--- config.mk ---
export PLATFORM = sky130hd
export DESIGN_NAME = rtp_reorder_buffer
export DESIGN_NICKNAME = d
export VERILOG_FILES = /design/src/hw/rtl/rtpr_pkg.sv /design/src/hw/rtl/rtp_reorder_buffer.sv /design/src/hw/rtl/rtpr_fifo.sv /design/src/hw/rtl/rtpr_front.sv /design/src/hw/rtl/rtpr_back.sv
export SDC_FILE = /design/constraint.sdc
export NUM_CORES = 1
export LEC_CHECK = 0
export ABC_AREA = 0
export BUFFER_PORTS_ARGS = -buffer_cell sky130_fd_sc_hd__buf_2
export CAP_MARGIN = 25
export CORE_MARGIN = 2
export CORE_UTILIZATION = 57
export CTS_CLUSTER_DIAMETER = 80
export CTS_CLUSTER_SIZE = 24
export DETAILED_ROUTE_END_ITERATION = 12
export GPL_TIMING_DRIVEN = 0
export PLACE_DENSITY = 0.78
export REMOVE_ABC_BUFFERS = 1
export SYNTH_ARGS = -nofsm -noshare
export SYNTH_HDL_FRONTEND = slang
export SYNTH_HIERARCHICAL = 1
export SYNTH_SLANG_ARGS = --single-unit
--- constraint.sdc ---
create_clock -name clk -period 8 [get_ports clk]
set_input_delay 0.4 -clock clk [delete_from_list [all_inputs] [get_ports clk]]
set_output_delay 0.4 -clock clk [all_outputs]
set_load 0.005 [all_outputs]
--- src/hw/rtl/rtpr_pkg.sv ---
package rtpr_pkg;

  // slot index carried with a parsed packet, wide enough for a buffer of up to 32 slots
  localparam int IDX_W = 5;

  localparam logic [7:0]  VER_MASK  = 8'b1100_0000;
  localparam logic [7:0]  VER_RTP   = 8'b1000_0000;
  localparam logic [7:0]  CSRC_MASK = 8'b0000_1111;
  localparam logic [7:0]  EXT_FLAG  = 8'b0001_0000;
  localparam logic [13:0] HDR_BYTES = 14'd12;

  typedef struct packed {
    logic [7:0]  first_byte;
    logic [15:0] seq_num;
    logic [15:0] ext_words;
    logic [13:0] packet_len;
    logic [15:0] payload_handle;
  } pkt_t;

  typedef struct packed {
    logic [15:0] out_handle;
    logic [13:0] out_len;
    logic [15:0] out_seq;
    logic        last;
  } rel_t;

  typedef struct packed {
    logic [15:0]      seq;
    logic [IDX_W-1:0] idx;
    logic [13:0]      len;
    logic [15:0]      handle;
  } parsed_t;

endpackage

--- src/hw/rtl/rtp_reorder_buffer.sv ---
// path: parse, fold and push states for header parse and slot index, then classify,
// a scan per released packet and a flush to mark the last, plus the result queue
// throughput: the parser is busy until it returns to idle; the scan takes one slot
// per cycle while the result queue has room, up to REORDER_DEPTH per packet
// reset: synchronous, clears expected number, slot count, all slots and both queues
module rtp_reorder_buffer #(
  parameter int REORDER_DEPTH    = 6,
  parameter int MAX_PACKET_BYTES = 8192
) (
  input  logic            clk,
  input  logic            rst,
  input  logic            push,
  output logic            full,
  input  rtpr_pkg::pkt_t  pkt,
  output logic            empty,
  input  logic            pop,
  output rtpr_pkg::rel_t  rel
);

  localparam int MID_W = $bits(rtpr_pkg::parsed_t);
  localparam int REL_W = $bits(rtpr_pkg::rel_t);

  logic              mid_push;
  logic              mid_full;
  rtpr_pkg::parsed_t mid_wdata;
  logic              mid_pop;
  logic              mid_empty;
  rtpr_pkg::parsed_t mid_rdata;
  logic              out_push;
  logic              out_full;
  rtpr_pkg::rel_t    out_data;

  rtpr_front #(
    .DEPTH     (REORDER_DEPTH),
    .MAX_BYTES (MAX_PACKET_BYTES)
  ) u_front (
    .clk      (clk),
    .rst      (rst),
    .push     (push),
    .full     (full),
    .pkt      (pkt),
    .mid_push (mid_push),
    .mid_full (mid_full),
    .mid_data (mid_wdata)
  );

  rtpr_fifo #(
    .WIDTH (MID_W)
  ) u_mid_q (
    .clk   (clk),
    .rst   (rst),
    .push  (mid_push),
    .full  (mid_full),
    .wdata (mid_wdata),
    .pop   (mid_pop),
    .empty (mid_empty),
    .rdata (mid_rdata)
  );

  rtpr_back #(
    .DEPTH (REORDER_DEPTH)
  ) u_back (
    .clk      (clk),
    .rst      (rst),
    .in_item  (mid_rdata),
    .in_empty (mid_empty),
    .in_pop   (mid_pop),
    .out_push (out_push),
    .out_full (out_full),
    .out_data (out_data)
  );

  rtpr_fifo #(
    .WIDTH (REL_W)
  ) u_out_q (
    .clk   (clk),
    .rst   (rst),
    .push  (out_push),
    .full  (out_full),
    .wdata (out_data),
    .pop   (pop),
    .empty (empty),
    .rdata (rel)
  );

  a_mid_no_overflow: assert property (@(posedge clk) disable iff (rst)
    mid_push |-> !mid_full)
    else $error("parsed packet pushed into a full queue");

  a_out_no_overflow: assert property (@(posedge clk) disable iff (rst)
    out_push |-> !out_full)
    else $error("release pushed into a full result queue");

  a_mid_no_underflow: assert property (@(posedge clk) disable iff (rst)
    mid_pop |-> !mid_empty)
    else $error("classifier took from an empty queue");

  a_busy_after_request: assert property (@(posedge clk) disable iff (rst)
    (push && !full) |=> full)
    else $error("parser not busy after taking a request");

endmodule

--- src/hw/rtl/rtpr_fifo.sv ---
module rtpr_fifo #(
  parameter int WIDTH = 8
) (
  input  logic             clk,
  input  logic             rst,
  input  logic             push,
  output logic             full,
  input  logic [WIDTH-1:0] wdata,
  input  logic             pop,
  output logic             empty,
  output logic [WIDTH-1:0] rdata
);

  logic [WIDTH-1:0] mem [2];
  logic             wr_ptr;
  logic             rd_ptr;
  logic [1:0]       count;
  logic             do_push;
  logic             do_pop;

  assign full    = (count == 2'd2);
  assign empty   = (count == 2'd0);
  assign do_push = push && !full;
  assign do_pop  = pop && !empty;
  assign rdata   = mem[rd_ptr];

  always_ff @(posedge clk) begin
    if (rst) begin
      wr_ptr <= 1'b0;
      rd_ptr <= 1'b0;
      count  <= 2'd0;
    end else begin
      if (do_push) begin
        wr_ptr <= ~wr_ptr;
      end
      if (do_pop) begin
        rd_ptr <= ~rd_ptr;
      end
      if (do_push && !do_pop) begin
        count <= count + 2'd1;
      end else if (do_pop && !do_push) begin
        count <= count - 2'd1;
      end
    end
  end

  always_ff @(posedge clk) begin
    if (do_push) begin
      mem[wr_ptr] <= wdata;
    end
  end

endmodule

--- src/hw/rtl/rtpr_front.sv ---
module rtpr_front #(
  parameter int DEPTH     = 6,
  parameter int MAX_BYTES = 8192
) (
  input  logic               clk,
  input  logic               rst,
  input  logic               push,
  output logic               full,
  input  rtpr_pkg::pkt_t     pkt,
  output logic               mid_push,
  input  logic               mid_full,
  output rtpr_pkg::parsed_t  mid_data
);

  localparam int KB      = $clog2(DEPTH);
  localparam int SH      = 16 + KB;
  localparam int RECIP_I = ((1 << SH) + DEPTH - 1) / DEPTH;
  localparam int QW      = 17 + KB;
  localparam logic [SH:0]    RECIP    = RECIP_I[SH:0];
  localparam logic [QW-1:0]  DEPTH_Q  = DEPTH[QW-1:0];
  localparam logic [16:0]    DEPTH_17 = DEPTH[16:0];
  localparam logic [16:0]    MAX_17   = MAX_BYTES[16:0];
  localparam logic [13:0]    MAX_14   = MAX_BYTES[13:0];

  typedef enum logic [3:0] {
    F_IDLE  = 4'b0001,
    F_PARSE = 4'b0010,
    F_FOLD  = 4'b0100,
    F_PUSH  = 4'b1000
  } fstate_t;

  fstate_t        state;
  rtpr_pkg::pkt_t raw;
  logic           ok;
  logic [13:0]    len;
  logic [SH+16:0] prod;
  logic [QW-1:0]  qd;

  logic [13:0] plen_c;
  logic        hdr_ok;
  logic [13:0] body;
  logic [7:0]  csrc_m;
  logic [18:0] ext_bytes;
  logic [18:0] skip;
  logic        ok_c;
  logic [13:0] len_c;
  logic [16:0] rem;
  logic [16:0] rem_fix;

  always_comb begin
    plen_c = ({3'b000, raw.packet_len} > MAX_17) ? MAX_14 : raw.packet_len;
    hdr_ok = (plen_c > rtpr_pkg::HDR_BYTES) &&
             ((raw.first_byte & rtpr_pkg::VER_MASK) == rtpr_pkg::VER_RTP);
    body   = plen_c - rtpr_pkg::HDR_BYTES;
    csrc_m = raw.first_byte & rtpr_pkg::CSRC_MASK;
    if ((raw.first_byte & rtpr_pkg::EXT_FLAG) != 8'd0) begin
      ext_bytes = {1'b0, raw.ext_words, 2'b00} + 19'd4;
    end else begin
      ext_bytes = 19'd0;
    end
    skip  = {9'd0, csrc_m, 2'b00} + ext_bytes;
    ok_c  = hdr_ok && (skip <= {5'd0, body});
    len_c = body - skip[13:0];
  end

  // seq mod depth by reciprocal multiply, then one correction step
  always_comb begin
    rem     = {1'b0, raw.seq_num} - qd[16:0];
    rem_fix = (rem >= DEPTH_17) ? rem - DEPTH_17 : rem;
  end

  assign full     = (state != F_IDLE);
  assign mid_push = (state == F_PUSH) && ok && !mid_full;

  always_comb begin
    mid_data        = '0;
    mid_data.seq    = raw.seq_num;
    mid_data.idx    = rem_fix[rtpr_pkg::IDX_W-1:0];
    mid_data.len    = len;
    mid_data.handle = raw.payload_handle;
  end

  always_ff @(posedge clk) begin
    if (rst) begin
      state <= F_IDLE;
    end else begin
      unique case (state)
        F_IDLE: begin
          if (push) begin
            state <= F_PARSE;
          end
        end
        F_PARSE: state <= F_FOLD;
        F_FOLD:  state <= F_PUSH;
        F_PUSH: begin
          if (!ok || !mid_full) begin
            state <= F_IDLE;
          end
        end
        default: state <= F_IDLE;
      endcase
    end
  end

  always_ff @(posedge clk) begin
    if (state == F_IDLE && push) begin
      raw <= pkt;
    end
    if (state == F_PARSE) begin
      ok   <= ok_c;
      len  <= len_c;
      prod <= {{(SH + 1){1'b0}}, raw.seq_num} * {16'd0, RECIP};
    end
    if (state == F_FOLD) begin
      qd <= {{(KB + 1){1'b0}}, prod[SH +: 16]} * DEPTH_Q;
    end
  end

endmodule

--- src/hw/rtl/rtpr_back.sv ---
module rtpr_back #(
  parameter int DEPTH = 6
) (
  input  logic              clk,
  input  logic              rst,
  input  rtpr_pkg::parsed_t in_item,
  input  logic              in_empty,
  output logic              in_pop,
  output logic              out_push,
  input  logic              out_full,
  output rtpr_pkg::rel_t    out_data
);

  localparam int IW = $clog2(DEPTH);
  localparam int CW = $clog2(DEPTH + 1);
  localparam int TWO_D_I = 2 * DEPTH;
  localparam int NEG_TWO_D_I = 65536 - 2 * DEPTH;
  localparam logic [15:0]   D_LIM     = DEPTH[15:0];
  localparam logic [15:0]   TWO_D     = TWO_D_I[15:0];
  localparam logic [15:0]   NEG_TWO_D = NEG_TWO_D_I[15:0];
  localparam logic [IW-1:0] LAST_IDX  = IW'(DEPTH - 1);
  localparam logic [CW-1:0] CNT_MAX   = CW'(DEPTH);

  typedef enum logic [2:0] {
    B_IDLE  = 3'b001,
    B_SCAN  = 3'b010,
    B_FLUSH = 3'b100
  } bstate_t;

  function automatic logic [IW-1:0] inc_idx(input logic [IW-1:0] i);
    inc_idx = (i == LAST_IDX) ? '0 : i + 1'b1;
  endfunction

  // slot index of s+1, restarting at zero when the sequence number wraps
  function automatic logic [IW-1:0] step_idx(input logic [15:0] s, input logic [IW-1:0] i);
    step_idx = (s == 16'hFFFF) ? '0 : inc_idx(i);
  endfunction

  bstate_t           state;
  logic [15:0]       expected;
  logic [IW-1:0]     exp_idx;
  logic [7:0]        used;
  logic [CW-1:0]     cnt;
  logic              gap_mode;
  logic              pend_valid;
  rtpr_pkg::rel_t    pend;
  rtpr_pkg::parsed_t held;

  logic [15:0] slot_seq    [DEPTH];
  logic [13:0] slot_len    [DEPTH];
  logic [15:0] slot_handle [DEPTH];

  logic [15:0]       seq_dist;
  logic              resync;
  logic              is_exact;
  logic              is_past;
  logic              is_gap;
  logic              hit;
  logic              gap_match;
  logic              park_en;
  rtpr_pkg::parsed_t park_src;
  logic [IW-1:0]     park_idx;
  logic [7:0]        used_inc;

  always_comb begin
    seq_dist = in_item.seq - expected;
    resync   = seq_dist[15] ? (seq_dist < NEG_TWO_D) : (seq_dist > TWO_D);
    is_exact = resync || (seq_dist == 16'd0);
    is_past  = seq_dist[15] && !resync;
    is_gap   = !seq_dist[15] && !resync && (seq_dist > D_LIM);
    hit       = (used != 8'd0) && (cnt < CNT_MAX) && (slot_seq[exp_idx] == expected);
    gap_match = gap_mode && (held.seq == expected);
    used_inc  = (used != 8'hFF) ? used + 8'd1 : used;
  end

  assign in_pop = (state == B_IDLE) && !in_empty;

  // parking happens either straight from the queue or after a gap scan
  always_comb begin
    park_en  = 1'b0;
    park_src = held;
    unique case (state)
      B_IDLE: begin
        park_src = in_item;
        park_en  = !in_empty && !is_exact && !is_past && !is_gap;
      end
      B_SCAN: park_en = !out_full && !hit && gap_mode && !gap_match;
      B_FLUSH: park_en = 1'b0;
      default: park_en = 1'b0;
    endcase
    park_idx = park_src.idx[IW-1:0];
  end

  always_comb begin
    out_push      = 1'b0;
    out_data      = pend;
    out_data.last = 1'b0;
    unique case (state)
      B_SCAN:  out_push = !out_full && pend_valid && (hit || gap_match);
      B_FLUSH: begin
        out_push      = !out_full && pend_valid;
        out_data.last = 1'b1;
      end
      B_IDLE:  out_push = 1'b0;
      default: out_push = 1'b0;
    endcase
  end

  always_ff @(posedge clk) begin
    if (rst) begin
      state      <= B_IDLE;
      expected   <= 16'd0;
      exp_idx    <= '0;
      used       <= 8'd0;
      cnt        <= '0;
      gap_mode   <= 1'b0;
      pend_valid <= 1'b0;
      for (int i = 0; i < DEPTH; i++) begin
        slot_seq[i]    <= 16'd0;
        slot_len[i]    <= 14'd0;
        slot_handle[i] <= 16'd0;
      end
    end else begin
      if (park_en) begin
        slot_seq[park_idx]    <= park_src.seq;
        slot_len[park_idx]    <= park_src.len;
        slot_handle[park_idx] <= park_src.handle;
        used                  <= used_inc;
      end
      unique case (state)
        B_IDLE: begin
          if (!in_empty) begin
            cnt      <= '0;
            gap_mode <= 1'b0;
            held     <= in_item;
            if (is_exact) begin
              if (resync) begin
                used <= 8'd0;
              end
              pend.out_handle <= in_item.handle;
              pend.out_len    <= in_item.len;
              pend.out_seq    <= in_item.seq;
              pend.last       <= 1'b0;
              pend_valid      <= 1'b1;
              expected        <= in_item.seq + 16'd1;
              exp_idx         <= step_idx(in_item.seq, in_item.idx[IW-1:0]);
              state           <= B_SCAN;
            end else if (is_gap) begin
              // give up on one expected number, then scan
              gap_mode   <= 1'b1;
              pend_valid <= 1'b0;
              expected   <= expected + 16'd1;
              exp_idx    <= step_idx(expected, exp_idx);
              state      <= B_SCAN;
            end
          end
        end
        B_SCAN: begin
          if (!out_full) begin
            if (hit) begin
              pend.out_handle <= slot_handle[exp_idx];
              pend.out_len    <= slot_len[exp_idx];
              pend.out_seq    <= slot_seq[exp_idx];
              pend.last       <= 1'b0;
              pend_valid      <= 1'b1;
              expected        <= expected + 16'd1;
              exp_idx         <= step_idx(expected, exp_idx);
              used            <= used - 8'd1;
              cnt             <= cnt + 1'b1;
            end else begin
              if (gap_match) begin
                pend.out_handle <= held.handle;
                pend.out_len    <= held.len;
                pend.out_seq    <= held.seq;
                pend.last       <= 1'b0;
                pend_valid      <= 1'b1;
                expected        <= expected + 16'd1;
                exp_idx         <= step_idx(expected, exp_idx);
              end
              state <= B_FLUSH;
            end
          end
        end
        B_FLUSH: begin
          if (!pend_valid) begin
            state <= B_IDLE;
          end else if (!out_full) begin
            pend_valid <= 1'b0;
            state      <= B_IDLE;
          end
        end
        default: state <= B_IDLE;
      endcase
    end
  end

endmodule

==> metrics.yaml <==
sta:
  slew_headroom_pct: 29.98
  drv_slew: 0
  finalHoldViolCount: 0
  fin_setup_tns_ns: 0
  worstMarginPinSlew_ns: 1.047
  fmax_mhz: 142.4
  fin_ws_ns: 0.9754
  final.setup_skew_ns: 0.03540
  setup_viol: 0
  period_share_pct: 87.81
  fin_crit_ns: 7.025
  rsz0062_at_grt: "false"
grt:
  grt_usage_pct: 24.41
  grt_pass1_vias: 26260
  grt_first_pass_wirelength_um: 146300
  grt-ovfl-total: 0
  grt_antenna_before_repair: 0
  grt_max_degree: 72
floorplanning:
  dieArea_um2: 77570
  fp.coreArea_um2: 74570
  rows: 100
  initial_utilization_pct: 57.60
  die_y_um: 278.5
  io_pins: 123
  die_x_um: 278.5
cells_and_area:
  num_antenna_cells: 0
  synthToLayoutAreaGrowth_pct: 9.593
  final_core_util_pct: 63.12
  finalNonFillerCells: 4401
  final_cell_mix: "edfxtp_1, inv_1, nor2_1"
  final_nets: 3775
  layout_commonest_cell: "edfxtp_1"
  layout-drive-gt1-share_pct: 15.59
critical_path:
  path_max_fanout: 46
  end_kind: "flop"
  critPathLaunchType: "flop"
  worstSetupPathType: "reg -> reg"
  worst_ep_arrival_time_ns: 7.29
  worstPathRequired_ns: 8.26
route:
  post_drt_via_cell_ratio: 5.984
  num_vias: 26340
  finalWirelength_um: 94870
  drt_iter0_drc: 2432
  ant_nets: 0
  drcViolationCount: 0
  wl_per_cell_um: 21.56
  drt-pass1-iter-count: 6
logic_synthesis:
  synth_area_per_cell_um2: 13.11
  syn_inst: 3276
  yosys_warnings: 6
  synth_area_um2: 42950
pwr:
  pwr_density_cell_nw_per_um2: 212.8
  vdd_drop_max_mv: 0.3447
  p_leak_nw: 17.59
  power_frac_seq_pct: 49.1
  switching_share_pct: 28.79
  internal_power_mw: 7.132
  netSwitchingPower_mw: 2.884
  pwr-share-comb_pct: 24.9
  clockPowerShare_pct: 25.9
clock_network:
  clk_pin_slew_ns: 0.09
  cts.sinks: 821
  cts_hold_buffers: 69
  numCtsBuffers: 44
  htreeDepth: 2
  clk_latency_ns: 0.65
  cts_root_buffer: "clkbuf_16"
  cts_tree: "yes"
  cts_buffer_depth: 3
  cts_setup_buffers: 0
  cts-resized-gates: 0
place:
  port-buffer-count: 121
  place_congestion: 0.9086
  dp_hpwl_um: 64480
  dpl_worst_slack_ns: 1.074
  place_inst: 4261
hold_path:
  hp-class: "in -> reg"
outcome:
  status: "finished clean"
flow_run:
  maxCapViolations: 0
==> worst paths after layout <==
path                             start                                      end  slack [ns]  cells past startpoint
min reg2reg  u_front/len[10]$_DFFE_PN_             u_mid_q/mem[1][26]$_DFFE_PP_        0.44                      0
min                               push            u_front/state[1]$_SDFFE_PP0P_        0.15                      3
max reg2reg                       flop  u_back/slot_handle[1][10]$_SDFFCE_PN0P_        0.98                     18
max                               flop  u_back/slot_handle[1][10]$_SDFFCE_PN0P_        0.98                     18
==> through the flow <==
step / power (mW) / hold slack, ns / instance area (µm²)
6_report: 10.02 / 0.1459 / 47070
5_1_grt: 10.61 / 0.1730 / 47070
4_1_cts: 10.07 / 0.1337 / 47070
3_5_place_dp: 7.475 / 0.4298 / 44940
3_3_place_gp: 7.399 / 0.4222 / 43850
2_1_floorplan: 6.855 / 0.4215 / 42030
==> flip-flops by register name, summed over array words and instances, names as in the netlist, 2 cells and up, named ones only <==
signal              flops
u_front/raw            33
u_front/prod           14
u_back/slot_seq       128
u_front/len            14
u_back/used             8
u_back/held            49
u_back/expected        16
u_front/mid_data       32
u_front/qd             16
u_back/cnt              3
u_front/csrc_m          4
u_back/out_data        46
u_back/state            3
u_mid_q/mem            98
u_out_q/count           2
u_front/state           4
u_out_q/mem            94
u_back/slot_handle    128
u_back/slot_len       112
u_back/exp_idx          3
u_mid_q/count           2
==> worst max-delay path: stages, from the launching register on <==
cell       delay (ns)
dfxtp_2          0.83
buf_12           0.29
mux2_2           0.48
inv_1            0.09
ha_1             0.16
inv_1            0.05
fa_1             0.39
a211oi_1         0.36
o211ai_1         0.31
a2111o_1         0.44
nand3_1          0.08
o21ai_0          0.14
nor4_4           0.59
a2bb2oi_4        0.12
buf_12           0.20
or2_4            0.26
or3_4            0.73
buf_12           0.35
nand2b_4         0.65
==> per-layer routing <==
layer	vias to the layer above	wire length, µm	GRT usage (%)
met2	1006	48340	43.18
met3	167	6625	2.762
met4	0	2539	6.865
met1	13090	37360	31.99
met5	-	0	0
li1	12070	-	-
==> final cells by class <==
type | instances | area [µm²]
multi-input cells | 1975 | 16810
flip-flops and latches | 821 | 24150
clock buffers | 58 | 1195
repair buffers | 246 | 2263
fillers | 5483 | 27500
clock inverters | 13 | 245.2
inverters | 319 | 1200
well taps | 969 | 1212
==> power groups by stage <==
stage / Combinational (mW) / Clock [mW] / Sequential, mW
2_1_floorplan: 1.86 / 0 / 5.00
3_5_place_dp: 2.45 / 0 / 5.02
4_1_cts: 2.50 / 2.65 / 4.92
5_1_grt: 2.90 / 2.78 / 4.93
6_report: 2.50 / 2.60 / 4.92
3_3_place_gp: 2.37 / 0 / 5.03
(Power assumes the default switching activity.)
